==> config.mk <==
export PLATFORM = sky130hd
export DESIGN_NAME = random_contention_delay_flat
export DESIGN_NICKNAME = d
export VERILOG_FILES = /design/src/rtl/core/rcd_pkg.sv /design/src/rtl/core/rcd_req_if.sv /design/src/rtl/core/rcd_rsp_if.sv /design/src/rtl/core/rcd_csr_if.sv /design/src/rtl/core/rcd_mod.sv /design/src/rtl/core/rcd_ctrl.sv /design/src/rtl/core/rcd_dp.sv /design/src/rtl/core/random_contention_delay.sv /design/src/flat_wrapper.sv
export SDC_FILE = /design/constraint.sdc
export NUM_CORES = 2
export LEC_CHECK = 0
export ABC_AREA = 1
export BUFFER_PORTS_ARGS = -buffer_cell sky130_fd_sc_hd__clkbuf_2
export CAP_MARGIN = 20
export CORE_ASPECT_RATIO = 0.8
export CORE_UTILIZATION = 40
export CTS_CLUSTER_DIAMETER = 40
export DETAILED_ROUTE_END_ITERATION = 6
export GPL_ROUTABILITY_DRIVEN = 0
export GPL_TIMING_DRIVEN = 0
export PLACE_DENSITY = 0.58
export SLEW_MARGIN = 20
export SYNTH_ARGS = -nofsm -noshare
export SYNTH_HDL_FRONTEND = slang
export SYNTH_SLANG_ARGS = --single-unit
==> constraint.sdc <==
create_clock -name clock -period 10.9 [get_ports clock]
set_input_delay 1.09 -clock clock [delete_from_list [all_inputs] [get_ports clock]]
set_output_delay 1.09 -clock clock [all_outputs]
set_load 0.02 [all_outputs]
==> src/rtl/core/rcd_pkg.sv <==
// ----------------------------------------------------------------------------
// rcd_pkg
// Shared types and constants for the random contention delay block.
// ----------------------------------------------------------------------------
package rcd_pkg;

   localparam int LEN_W    = 32;
   localparam int HOP_W    = 8;
   localparam int LEVEL_W  = 2;
   localparam int DELAY_W  = 50;
   localparam int GEN_W    = 64;
   localparam int CFG_W    = 16;
   localparam int PROD_W   = LEN_W + CFG_W;
   localparam int HPROD_W  = HOP_W + CFG_W;
   localparam int INDEX_W  = 8;
   localparam int DATA_W   = 64;
   localparam int COUNT_W  = 6;

   localparam logic [GEN_W-1:0] SEED_RESET        = 64'd88172645463325252;
   localparam logic [CFG_W-1:0] RANGE_RESET       = 16'd100;
   localparam logic [CFG_W-1:0] CUTOFF_LOW_RESET  = 16'd60;
   localparam logic [CFG_W-1:0] CUTOFF_HIGH_RESET = 16'd90;
   localparam logic [CFG_W-1:0] TICKS_RESET       = 16'd1;

   localparam int SHIFT_A = 13;
   localparam int SHIFT_B = 7;
   localparam int SHIFT_C = 17;

   localparam logic [INDEX_W-1:0] REG_SEED        = 8'd0;
   localparam logic [INDEX_W-1:0] REG_DRAW_RANGE  = 8'd1;
   localparam logic [INDEX_W-1:0] REG_CUTOFF_LOW  = 8'd2;
   localparam logic [INDEX_W-1:0] REG_CUTOFF_HIGH = 8'd3;
   localparam logic [INDEX_W-1:0] REG_TICKS_BYTE  = 8'd4;
   localparam logic [INDEX_W-1:0] REG_TICKS_HOP   = 8'd5;

   localparam logic [LEVEL_W-1:0] LEVEL_NONE = 2'd0;
   localparam logic [LEVEL_W-1:0] LEVEL_LOW  = 2'd1;
   localparam logic [LEVEL_W-1:0] LEVEL_HIGH = 2'd2;

   typedef enum logic [2:0] {
      ST_IDLE,
      ST_DRAW,
      ST_DIV,
      ST_LEVEL,
      ST_DONE
   } rcd_state_type;

   typedef struct packed {
      logic take;
      logic draw;
      logic level_load;
      logic out_load;
   } rcd_cmd_type;

   typedef struct packed {
      logic div_done;
      logic range_zero;
      logic out_free;
   } rcd_status_type;

   function automatic logic [GEN_W-1:0] xorshift(input logic [GEN_W-1:0] x);
      logic [GEN_W-1:0] a;
      logic [GEN_W-1:0] b;
      a = x ^ (x << SHIFT_A);
      b = a ^ (a >> SHIFT_B);
      return b ^ (b << SHIFT_C);
   endfunction

endpackage

==> src/rtl/core/rcd_req_if.sv <==
// ----------------------------------------------------------------------------
// rcd_req_if
// Request channel: message length and hop count.
// ----------------------------------------------------------------------------
interface rcd_req_if;
   import rcd_pkg::*;
   logic               valid;
   logic               ready;
   logic [LEN_W-1:0]   byte_length;
   logic [HOP_W-1:0]   hop_count;

   modport source (output valid, byte_length, hop_count, input ready);
   modport sink   (input valid, byte_length, hop_count, output ready);
endinterface

==> src/rtl/core/rcd_rsp_if.sv <==
// ----------------------------------------------------------------------------
// rcd_rsp_if
// Response channel: contention level and delay.
// ----------------------------------------------------------------------------
interface rcd_rsp_if;
   import rcd_pkg::*;
   logic                valid;
   logic                ready;
   logic [LEVEL_W-1:0]  contention_level;
   logic [DELAY_W-1:0]  delay_ticks;

   modport source (output valid, contention_level, delay_ticks, input ready);
   modport sink   (input valid, contention_level, delay_ticks, output ready);
endinterface

==> src/rtl/core/rcd_csr_if.sv <==
// ----------------------------------------------------------------------------
// rcd_csr_if
// Register write channel: register index and write data.
// ----------------------------------------------------------------------------
interface rcd_csr_if;
   import rcd_pkg::*;
   logic                valid;
   logic                ready;
   logic [INDEX_W-1:0]  index;
   logic [DATA_W-1:0]   data;

   modport source (output valid, index, data, input ready);
   modport sink   (input valid, index, data, output ready);
endinterface

==> src/rtl/core/rcd_mod.sv <==
// ----------------------------------------------------------------------------
// rcd_mod
// Iterative 64-bit by 16-bit remainder, one dividend bit per cycle.
// ----------------------------------------------------------------------------
module rcd_mod
   import rcd_pkg::*;
(
   input  logic               clock,
   input  logic               reset,
   input  logic               start,
   input  logic [GEN_W-1:0]   dividend,
   input  logic [CFG_W-1:0]   divisor,
   output logic               done,
   output logic [CFG_W-1:0]   remainder
);

   logic               busy_ff, busy_in;
   logic               done_ff, done_in;
   logic [COUNT_W-1:0] cnt_ff, cnt_in;
   logic [GEN_W-1:0]   shreg_ff, shreg_in;
   logic [CFG_W-1:0]   div_ff, div_in;
   logic [CFG_W-1:0]   rem_ff, rem_in;
   logic [CFG_W:0]     trial;
   logic [CFG_W:0]     diff;

   assign trial = {rem_ff, shreg_ff[GEN_W-1]};
   assign diff  = trial - {1'b0, div_ff};

   always_comb begin
      busy_in  = busy_ff;
      done_in  = 1'b0;
      cnt_in   = cnt_ff;
      shreg_in = shreg_ff;
      div_in   = div_ff;
      rem_in   = rem_ff;
      if (start) begin
         busy_in  = 1'b1;
         cnt_in   = '0;
         shreg_in = dividend;
         div_in   = divisor;
         rem_in   = '0;
      end else if (busy_ff) begin
         shreg_in = shreg_ff << 1;
         cnt_in   = cnt_ff + 1'b1;
         rem_in   = (trial >= {1'b0, div_ff}) ? diff[CFG_W-1:0] : trial[CFG_W-1:0];
         if (cnt_ff == '1) begin
            busy_in = 1'b0;
            done_in = 1'b1;
         end
      end
   end

   always_ff @(posedge clock) begin
      if (reset) begin
         busy_ff <= 1'b0;
         done_ff <= 1'b0;
         cnt_ff  <= '0;
      end else begin
         busy_ff <= busy_in;
         done_ff <= done_in;
         cnt_ff  <= cnt_in;
      end
      shreg_ff <= shreg_in;
      div_ff   <= div_in;
      rem_ff   <= rem_in;
   end

   assign done      = done_ff;
   assign remainder = rem_ff;

endmodule

==> src/rtl/core/rcd_ctrl.sv <==
// ----------------------------------------------------------------------------
// rcd_ctrl
// Sequencer: accept, draw, reduce, level select, result hand-off.
// ----------------------------------------------------------------------------
module rcd_ctrl
   import rcd_pkg::*;
(
   input  logic            clock,
   input  logic            reset,
   input  logic            req_valid,
   output logic            req_ready,
   input  rcd_status_type  status,
   output rcd_cmd_type     cmd
);

   rcd_state_type state_ff, state_in;

   always_comb begin
      state_in = state_ff;
      case (state_ff)
         ST_IDLE: begin
            if (req_valid) state_in = ST_DRAW;
         end
         ST_DRAW: begin
            state_in = status.range_zero ? ST_LEVEL : ST_DIV;
         end
         ST_DIV: begin
            if (status.div_done) state_in = ST_LEVEL;
         end
         ST_LEVEL: begin
            state_in = ST_DONE;
         end
         ST_DONE: begin
            if (status.out_free) state_in = ST_IDLE;
         end
         default: begin
            state_in = ST_IDLE;
         end
      endcase
   end

   always_comb begin
      cmd       = '0;
      req_ready = 1'b0;
      case (state_ff)
         ST_IDLE: begin
            req_ready = 1'b1;
            cmd.take  = req_valid;
         end
         ST_DRAW: begin
            cmd.draw = 1'b1;
         end
         ST_LEVEL: begin
            cmd.level_load = 1'b1;
         end
         ST_DONE: begin
            cmd.out_load = status.out_free;
         end
         default: begin
            cmd = '0;
         end
      endcase
   end

   always_ff @(posedge clock) begin
      if (reset) begin
         state_ff <= ST_IDLE;
      end else begin
         state_ff <= state_in;
      end
   end

endmodule

==> src/rtl/core/rcd_dp.sv <==
// ----------------------------------------------------------------------------
// rcd_dp
// Datapath: registers, generator, remainder unit, level and delay math.
// ----------------------------------------------------------------------------
module rcd_dp
   import rcd_pkg::*;
(
   input  logic                clock,
   input  logic                reset,
   input  rcd_cmd_type         cmd,
   output rcd_status_type      status,
   input  logic [LEN_W-1:0]    byte_length,
   input  logic [HOP_W-1:0]    hop_count,
   input  logic                csr_write,
   input  logic [INDEX_W-1:0]  csr_index,
   input  logic [DATA_W-1:0]   csr_data,
   output logic                rsp_valid,
   input  logic                rsp_ready,
   output logic [LEVEL_W-1:0]  contention_level,
   output logic [DELAY_W-1:0]  delay_ticks
);

   logic [GEN_W-1:0]   gen_ff;
   logic [CFG_W-1:0]   range_ff, cut_low_ff, cut_high_ff, tpb_ff, tph_ff;
   logic [LEN_W-1:0]   len_ff;
   logic [HOP_W-1:0]   hops_ff;
   logic [PROD_W-1:0]  prod_ff;
   logic [HPROD_W-1:0] hprod_ff;
   logic [LEVEL_W-1:0] level_ff, level_in;
   logic               out_valid_ff;
   logic [LEVEL_W-1:0] out_level_ff;
   logic [DELAY_W-1:0] out_delay_ff, delay_in;
   logic [DELAY_W-1:0] scaled;
   logic [GEN_W-1:0]   draw;
   logic               div_done;
   logic [CFG_W-1:0]   rem;

   rcd_mod u_mod (
      .clock     (clock),
      .reset     (reset),
      .start     (cmd.draw && !status.range_zero),
      .dividend  (gen_ff),
      .divisor   (range_ff),
      .done      (div_done),
      .remainder (rem)
   );

   // generator and register file
   always_ff @(posedge clock) begin
      if (reset) begin
         gen_ff      <= SEED_RESET;
         range_ff    <= RANGE_RESET;
         cut_low_ff  <= CUTOFF_LOW_RESET;
         cut_high_ff <= CUTOFF_HIGH_RESET;
         tpb_ff      <= TICKS_RESET;
         tph_ff      <= TICKS_RESET;
      end else if (csr_write) begin
         case (csr_index)
            REG_SEED:        gen_ff      <= csr_data;
            REG_DRAW_RANGE:  range_ff    <= csr_data[CFG_W-1:0];
            REG_CUTOFF_LOW:  cut_low_ff  <= csr_data[CFG_W-1:0];
            REG_CUTOFF_HIGH: cut_high_ff <= csr_data[CFG_W-1:0];
            REG_TICKS_BYTE:  tpb_ff      <= csr_data[CFG_W-1:0];
            REG_TICKS_HOP:   tph_ff      <= csr_data[CFG_W-1:0];
            default: ;
         endcase
      end else if (cmd.take) begin
         gen_ff <= xorshift(gen_ff);
      end
   end

   assign draw = (range_ff == '0) ? gen_ff : {{(GEN_W-CFG_W){1'b0}}, rem};

   always_comb begin
      if (draw > {{(GEN_W-CFG_W){1'b0}}, cut_high_ff}) begin
         level_in = LEVEL_HIGH;
      end else if (draw > {{(GEN_W-CFG_W){1'b0}}, cut_low_ff}) begin
         level_in = LEVEL_LOW;
      end else begin
         level_in = LEVEL_NONE;
      end
   end

   always_comb begin
      case (level_ff)
         LEVEL_NONE: scaled = DELAY_W'(prod_ff);
         LEVEL_LOW:  scaled = DELAY_W'(prod_ff) << 1;
         LEVEL_HIGH: scaled = (DELAY_W'(prod_ff) << 1) + DELAY_W'(prod_ff);
         default:    scaled = '0;
      endcase
      delay_in = scaled + DELAY_W'(hprod_ff);
   end

   always_ff @(posedge clock) begin
      if (cmd.take) begin
         len_ff  <= byte_length;
         hops_ff <= hop_count;
      end
      if (cmd.draw) begin
         prod_ff  <= len_ff * tpb_ff;
         hprod_ff <= hops_ff * tph_ff;
      end
      if (cmd.level_load) begin
         level_ff <= level_in;
      end
      if (cmd.out_load) begin
         out_level_ff <= level_ff;
         out_delay_ff <= delay_in;
      end
   end

   always_ff @(posedge clock) begin
      if (reset) begin
         out_valid_ff <= 1'b0;
      end else if (cmd.out_load) begin
         out_valid_ff <= 1'b1;
      end else if (rsp_ready) begin
         out_valid_ff <= 1'b0;
      end
   end

   assign status.div_done   = div_done;
   assign status.range_zero = (range_ff == '0);
   assign status.out_free   = !out_valid_ff || rsp_ready;

   assign rsp_valid        = out_valid_ff;
   assign contention_level = out_level_ff;
   assign delay_ticks      = out_delay_ff;

endmodule

==> src/rtl/core/random_contention_delay.sv <==
// ----------------------------------------------------------------------------
// random_contention_delay
// Draws a contention level per message and returns its transfer delay.
//
// Channels: req carries byte_length and hop_count, rsp returns
// contention_level and delay_ticks, csr writes the six registers
// (0 seed, 1 draw_range, 2 cutoff_low, 3 cutoff_high, 4 ticks_per_byte,
// 5 ticks_per_hop). A seed write also reloads the generator. csr is
// always ready; write it only while no request is in flight.
// Each request beat steps a 64-bit xorshift generator, reduces it modulo
// draw_range and compares it with the cutoffs. A zero draw_range skips
// the reduction.
// The serial remainder unit handles one dividend bit per cycle. One
// request is processed at a time: a new request beat is taken only once
// the previous one has been handed to the output register.
// The response sits in an output register, so the next request is taken
// while a response waits; a stalled receiver holds the block in its final
// step until that register frees up.
// Reset (synchronous) restores register defaults and the default seed.
// ----------------------------------------------------------------------------
module random_contention_delay
   import rcd_pkg::*;
(
   input  logic         clock,
   input  logic         reset,
   rcd_req_if.sink      req_if,
   rcd_rsp_if.source    rsp_if,
   rcd_csr_if.sink      csr_if
);

   rcd_cmd_type    cmd;
   rcd_status_type status;

   assign csr_if.ready = 1'b1;

   rcd_ctrl u_ctrl (
      .clock     (clock),
      .reset     (reset),
      .req_valid (req_if.valid),
      .req_ready (req_if.ready),
      .status    (status),
      .cmd       (cmd)
   );

   rcd_dp u_dp (
      .clock            (clock),
      .reset            (reset),
      .cmd              (cmd),
      .status           (status),
      .byte_length      (req_if.byte_length),
      .hop_count        (req_if.hop_count),
      .csr_write        (csr_if.valid),
      .csr_index        (csr_if.index),
      .csr_data         (csr_if.data),
      .rsp_valid        (rsp_if.valid),
      .rsp_ready        (rsp_if.ready),
      .contention_level (rsp_if.contention_level),
      .delay_ticks      (rsp_if.delay_ticks)
   );

endmodule

==> src/flat_wrapper.sv <==
// flat-port wrapper written by rule: the top's interface ports become plain ports
module random_contention_delay_flat import rcd_pkg::*;
  (clock, reset, req_if_valid, req_if_byte_length, req_if_hop_count, req_if_ready, rsp_if_valid, rsp_if_contention_level, rsp_if_delay_ticks, rsp_if_ready, csr_if_valid, csr_if_index, csr_if_data, csr_if_ready);
  rcd_req_if req_if_i ();
  rcd_rsp_if rsp_if_i ();
  rcd_csr_if csr_if_i ();
  input  logic clock;
  input  logic reset;
  input wire logic [$bits(req_if_i.valid)-1:0] req_if_valid;
  input wire logic [$bits(req_if_i.byte_length)-1:0] req_if_byte_length;
  input wire logic [$bits(req_if_i.hop_count)-1:0] req_if_hop_count;
  output wire logic [$bits(req_if_i.ready)-1:0] req_if_ready;
  output wire logic [$bits(rsp_if_i.valid)-1:0] rsp_if_valid;
  output wire logic [$bits(rsp_if_i.contention_level)-1:0] rsp_if_contention_level;
  output wire logic [$bits(rsp_if_i.delay_ticks)-1:0] rsp_if_delay_ticks;
  input wire logic [$bits(rsp_if_i.ready)-1:0] rsp_if_ready;
  input wire logic [$bits(csr_if_i.valid)-1:0] csr_if_valid;
  input wire logic [$bits(csr_if_i.index)-1:0] csr_if_index;
  input wire logic [$bits(csr_if_i.data)-1:0] csr_if_data;
  output wire logic [$bits(csr_if_i.ready)-1:0] csr_if_ready;
  assign req_if_i.valid = req_if_valid;
  assign req_if_i.byte_length = req_if_byte_length;
  assign req_if_i.hop_count = req_if_hop_count;
  assign req_if_ready = req_if_i.ready;
  assign rsp_if_valid = rsp_if_i.valid;
  assign rsp_if_contention_level = rsp_if_i.contention_level;
  assign rsp_if_delay_ticks = rsp_if_i.delay_ticks;
  assign rsp_if_i.ready = rsp_if_ready;
  assign csr_if_i.valid = csr_if_valid;
  assign csr_if_i.index = csr_if_index;
  assign csr_if_i.data = csr_if_data;
  assign csr_if_ready = csr_if_i.ready;
  random_contention_delay u_core (.clock(clock), .reset(reset), .req_if(req_if_i), .rsp_if(rsp_if_i), .csr_if(csr_if_i));
endmodule
==> metrics.md <==
| Metric | Value |
|---|---|
| Crit path DAT | between 8000 and 9000 ps |
| Finished Cell Area | around 50,000 um^2 |
| Required @ worst endpoint | around 11,000 ps |
| Nature of the critical path startpoint | flip-flop |
| Vias per Instance | about 5 |
| Failing checks | design-rule violations |
| Slew Limit Fails | 0 |
| Clock power share | roughly 25% |
| Number of synthesized flops with an enable pin | 246 |
| Drt drc | 5 |
| Area Overhead vs Synth | 11.6% |
| Area share of fa/ha/maj cells after synthesis | between 20% and 30% |
| Cell-internal power | slightly below 5000 uW |
| Antenna viol nets, final | 0 |
| Vias in the first global route | about 39,000 |
| Post-synthesis simple-gate area fraction | a little under a fifth |
| Rel. slew slack | between 10% and 20% |
| Final Hold Viols | 0 |
| Placed cell areas | 48,600 um^2 |
| IO Pins | between 150 and 200 |
| Cts hold-fix bufs | 0 |
| Clk slew on worst S/H paths | ~60 ps |
| Clk buf depth | 3 |
| Setup Skew | between 20 and 30 ps |
| Fin util | 45.2% |
| Die ar. | 116,000 um^2 |
| Crit path kind | reg -> reg |
| Post-synthesis mux area share | 0% |
| Syn nets | ~6,800 |
| Core Area | 113,000 um^2 |
| DR WL/cell | between 15 and 20 um |
| Routed WL | about 140,000 um |
| Synth Area in XOR/XNOR | 5.14% |
| CP endpoint kind | flip-flop |
| Post-layout min period | 7770 ps |
| Clk sinks | 418 |
| Avg Cell Area, Syn | 7.74 um^2 |
| DR vias | between 30,000 and 40,000 |
| Status | complete, but fails checks |
| First-pass GRT wire length | roughly 220,000 um |
| 1st-pass router iterations | 7 |
| Filler cell count | ~11,000 |
| Yosys synthesis warning count | 0 |
| Final Cycle Share | a little under three quarters |
| Seq cells post-synth | between 400 and 500 |
| CTS tree | yes |
| Worst slew pin tran | 1230 ps |
| Number of buffers created by CTS | 67 |
| Sw frac | a little under half |
| Die W | 380 um |
| Setup TNS | 0 ps |
| Max IR drop VDD | 174 uV |
| Fmax | 129 MHz |
| Synth Flop Type | edfxtp_1 |
| # port buffers | approximately 170 |
| Flop pwr share | between 20% and 30% |
| Compound-cell area share of the yosys netlist | approximately a tenth |
| Final nets | 7,070 |
| Post-synthesis instance area | roughly 46,000 um^2 |
| Grt ovf | 0 |
| Initial antenna violation count | 5 |
| Initial Util | between 40% and 50% |
| Clock root buffer | clkbuf_16 |
| Syn Inst Count | between 5,000 and 6,000 |
| Critical-path maximum fanout | 10 |
| RSZ-0062 raised after global routing | no |
| Final Setup Violations | 0 |
| H-tree levels | 3 |
| Leakage power | around 0.026 uW |
| Hold Path Class | reg -> reg |
| Seq/Total Area, Yosys | about a quarter |
| Largest net degree at the start of global routing | just under 60 |
| Sw power | 4030 uW |
| Main combinational cell family by area after synthesis | adder cells |
| Clock latency at the later pin of the worst-skew pair | between 600 and 700 ps |
| Die H | slightly above 300 um |
| Number of DRC violations after detailed-routing iteration 0 | around 3,800 |
| Share of cells above drive strength 1 | approximately 7% |
| Unique masters post-synth | between 60 and 70 |
| # resized after CTS | 0 |
| Tot GR Track Use | approximately a quarter |
| Num rows | 110 |
| Postcts setup bufs | 0 |
| PwrDens | 175 nW/um^2 |
| Combinational share of power | a little under half |
| Async SR Flop Fraction | 0% |
| # Max-Cap Violations | 0 |
| HPWL after DPL | ~120,000 um |
[cells by family (layout without fill, tap and decap cells)]
family,count (synthesis),count (layout)
and+or+nand+nor,2022,2022
buffers and inverters,1635,1952
adders and majority gates,790,790
AOI/OAI and AO/OA,766,766
DFF,418,418
xor gates and xnor gates,268,268
other,1,4
[metrics by stage]
| stage | hold WS (ps) | setup slack [ps] | cells | total power [uW] |
|---|---|---|---|---|
| floorplan | 428 | 2030 | 5900 | 5310 |
| finish | 461 | 3130 | 7732 | 8940 |
| detailed placement | 445 | 3160 | 7606 | 6600 |
| CTS | 460 | 3170 | 7729 | 8890 |
| global placement | 440 | -2680 | 7580 | 6550 |
| global route | 474 | 2820 | 7732 | 9510 |
[final cells by class]
cell class	instances	area (um^2)	share of cell area, %
buffer	253	965	1.89
clock inverter	47	558	1.09
sequential	418	10800	21.2
tap	1512	1890	3.71
inverter	1382	5190	10.2
antenna	3	7.51	0.0147
timing repair buffer	194	1030	2.02
clock buffer	76	1810	3.54
multi-input combinational	3847	28700	56.3
[worst paths after layout]
check / to / slack (ps) / cells past startpoint / from
hold reg to reg: u_core.u_dp.cut_low_ff[0] / 460 / 2 / u_core.u_dp.cut_low_ff[0]
setup / recovery: u_core.u_dp.prod_ff[45] / 3130 / 22 / u_core.u_dp.tpb_ff[12]
setup reg to reg: u_core.u_dp.prod_ff[45] / 3130 / 22 / u_core.u_dp.tpb_ff[12]
hold / removal: u_core.u_dp.cut_low_ff[0] / 460 / 2 / u_core.u_dp.cut_low_ff[0]
[power groups by stage]
stage / clock (uW) / sequential [uW] / combinational (uW)
finish: 2260 / 2450 / 4220
global route: 2360 / 2480 / 4670
CTS: 2300 / 2450 / 4140
detailed placement: 0 / 2480 / 4120
global placement: 0 / 2520 / 4030
floorplan: 0 / 2410 / 2900
[flip-flops by register name, summed over array words and instances, names as in the netlist, 24 cells and up]
| name | flops |
|---|---|
| u_core.u_dp.delay_ticks | 50 |
| u_core.u_dp.len_ff | 32 |
| u_core.u_dp.u_mod.shreg_ff | 64 |
| u_core.u_dp.hprod_ff | 24 |
| u_core.u_dp.prod_ff | 48 |
| u_core.u_dp.gen_ff | 64 |
[synth_stat cells (all sizes together) (2+ instances only)]
| master | n | area [um^2] |
|---|---|---|
| o21a | 7 | 52.6 |
| buf | 10 | 52.6 |
| dfxtp | 172 | 3440 |
| nor2 | 248 | 1040 |
| nor3 | 27 | 150 |
| a211oi | 25 | 188 |
| a311oi | 2 | 17.5 |
| fa | 505 | 10100 |
| nand3 | 117 | 643 |
| xnor2 | 155 | 1360 |
| o21ai | 276 | 1390 |
| nand3b | 10 | 91.3 |
| inv | 1381 | 5180 |
| nand4 | 48 | 300 |
| edfxtp | 246 | 7390 |
| a21boi | 4 | 33.8 |
| ha | 285 | 3570 |
| a221oi | 20 | 175 |
| o221ai | 35 | 307 |
| o21bai | 13 | 109 |
| o22ai | 24 | 150 |
| nor3b | 2 | 15.0 |
| a21oi | 286 | 1440 |
| nor4 | 12 | 75.1 |
| a31oi | 26 | 163 |
| a31o | 2 | 17.5 |
| clkbuf | 243 | 912 |
| nand2 | 1547 | 5890 |
| and3 | 2 | 12.5 |
| o211ai | 32 | 240 |
| or2 | 7 | 43.8 |
| xor2 | 113 | 990 |
| a221o | 2 | 20.0 |
| a2111oi | 2 | 17.5 |
| a21o | 4 | 30.0 |
[worst max-delay path, stage by stage, from the launching register on]
cell and delay [ps]:
dfxtp_1 310, clkbuf_1 680, clkbuf_1 530, nand2_1 160, fa_1 560, inv_1 50, fa_1 460, fa_1 530
fa_1 530, fa_1 590, inv_1 70, fa_1 530, inv_1 50, ha_1 420, a21oi_1 260, o21ai_0 190
a211oi_1 240, nand2_1 90, a21oi_1 280, o21bai_1 170, a21boi_0 440, o21ai_0 180, xor2_1 180
[metal layers]
layer  global-route usage [%]  share of wire (%)
met5                        0             0.0091
met4                     6.55                2.5
met3                     4.94                9.2
met2                     36.6                 41
met1                     37.4                 47
[cells in the final DEF (no fill, tap or decap), drive strengths merged, types with 3 or more instances in the layout]
| cell type | count |
|---|---|
| o211ai | 32 |
| dfxtp | 172 |
| a211oi | 25 |
| nor3 | 27 |
| o21bai | 13 |
| nand2 | 1547 |
| o221ai | 35 |
| fa | 505 |
| a21boi | 4 |
| nand3b | 10 |
| a21oi | 286 |
| or2 | 7 |
| ha | 285 |
| o22ai | 24 |
| a221oi | 20 |
| o21ai | 276 |
| bufinv | 5 |
| inv | 1402 |
| a21o | 4 |
| clkbuf | 487 |
| nor2 | 248 |
| clkinvlp | 3 |
| xor2 | 113 |
| nand3 | 117 |
| xnor2 | 155 |
| clkinv | 19 |
| edfxtp | 246 |
| buf | 36 |
| diode | 3 |
| nor4 | 12 |
| a31oi | 26 |
| nand4 | 48 |
| o21a | 7 |
Power figures use the tool's default switching activity.
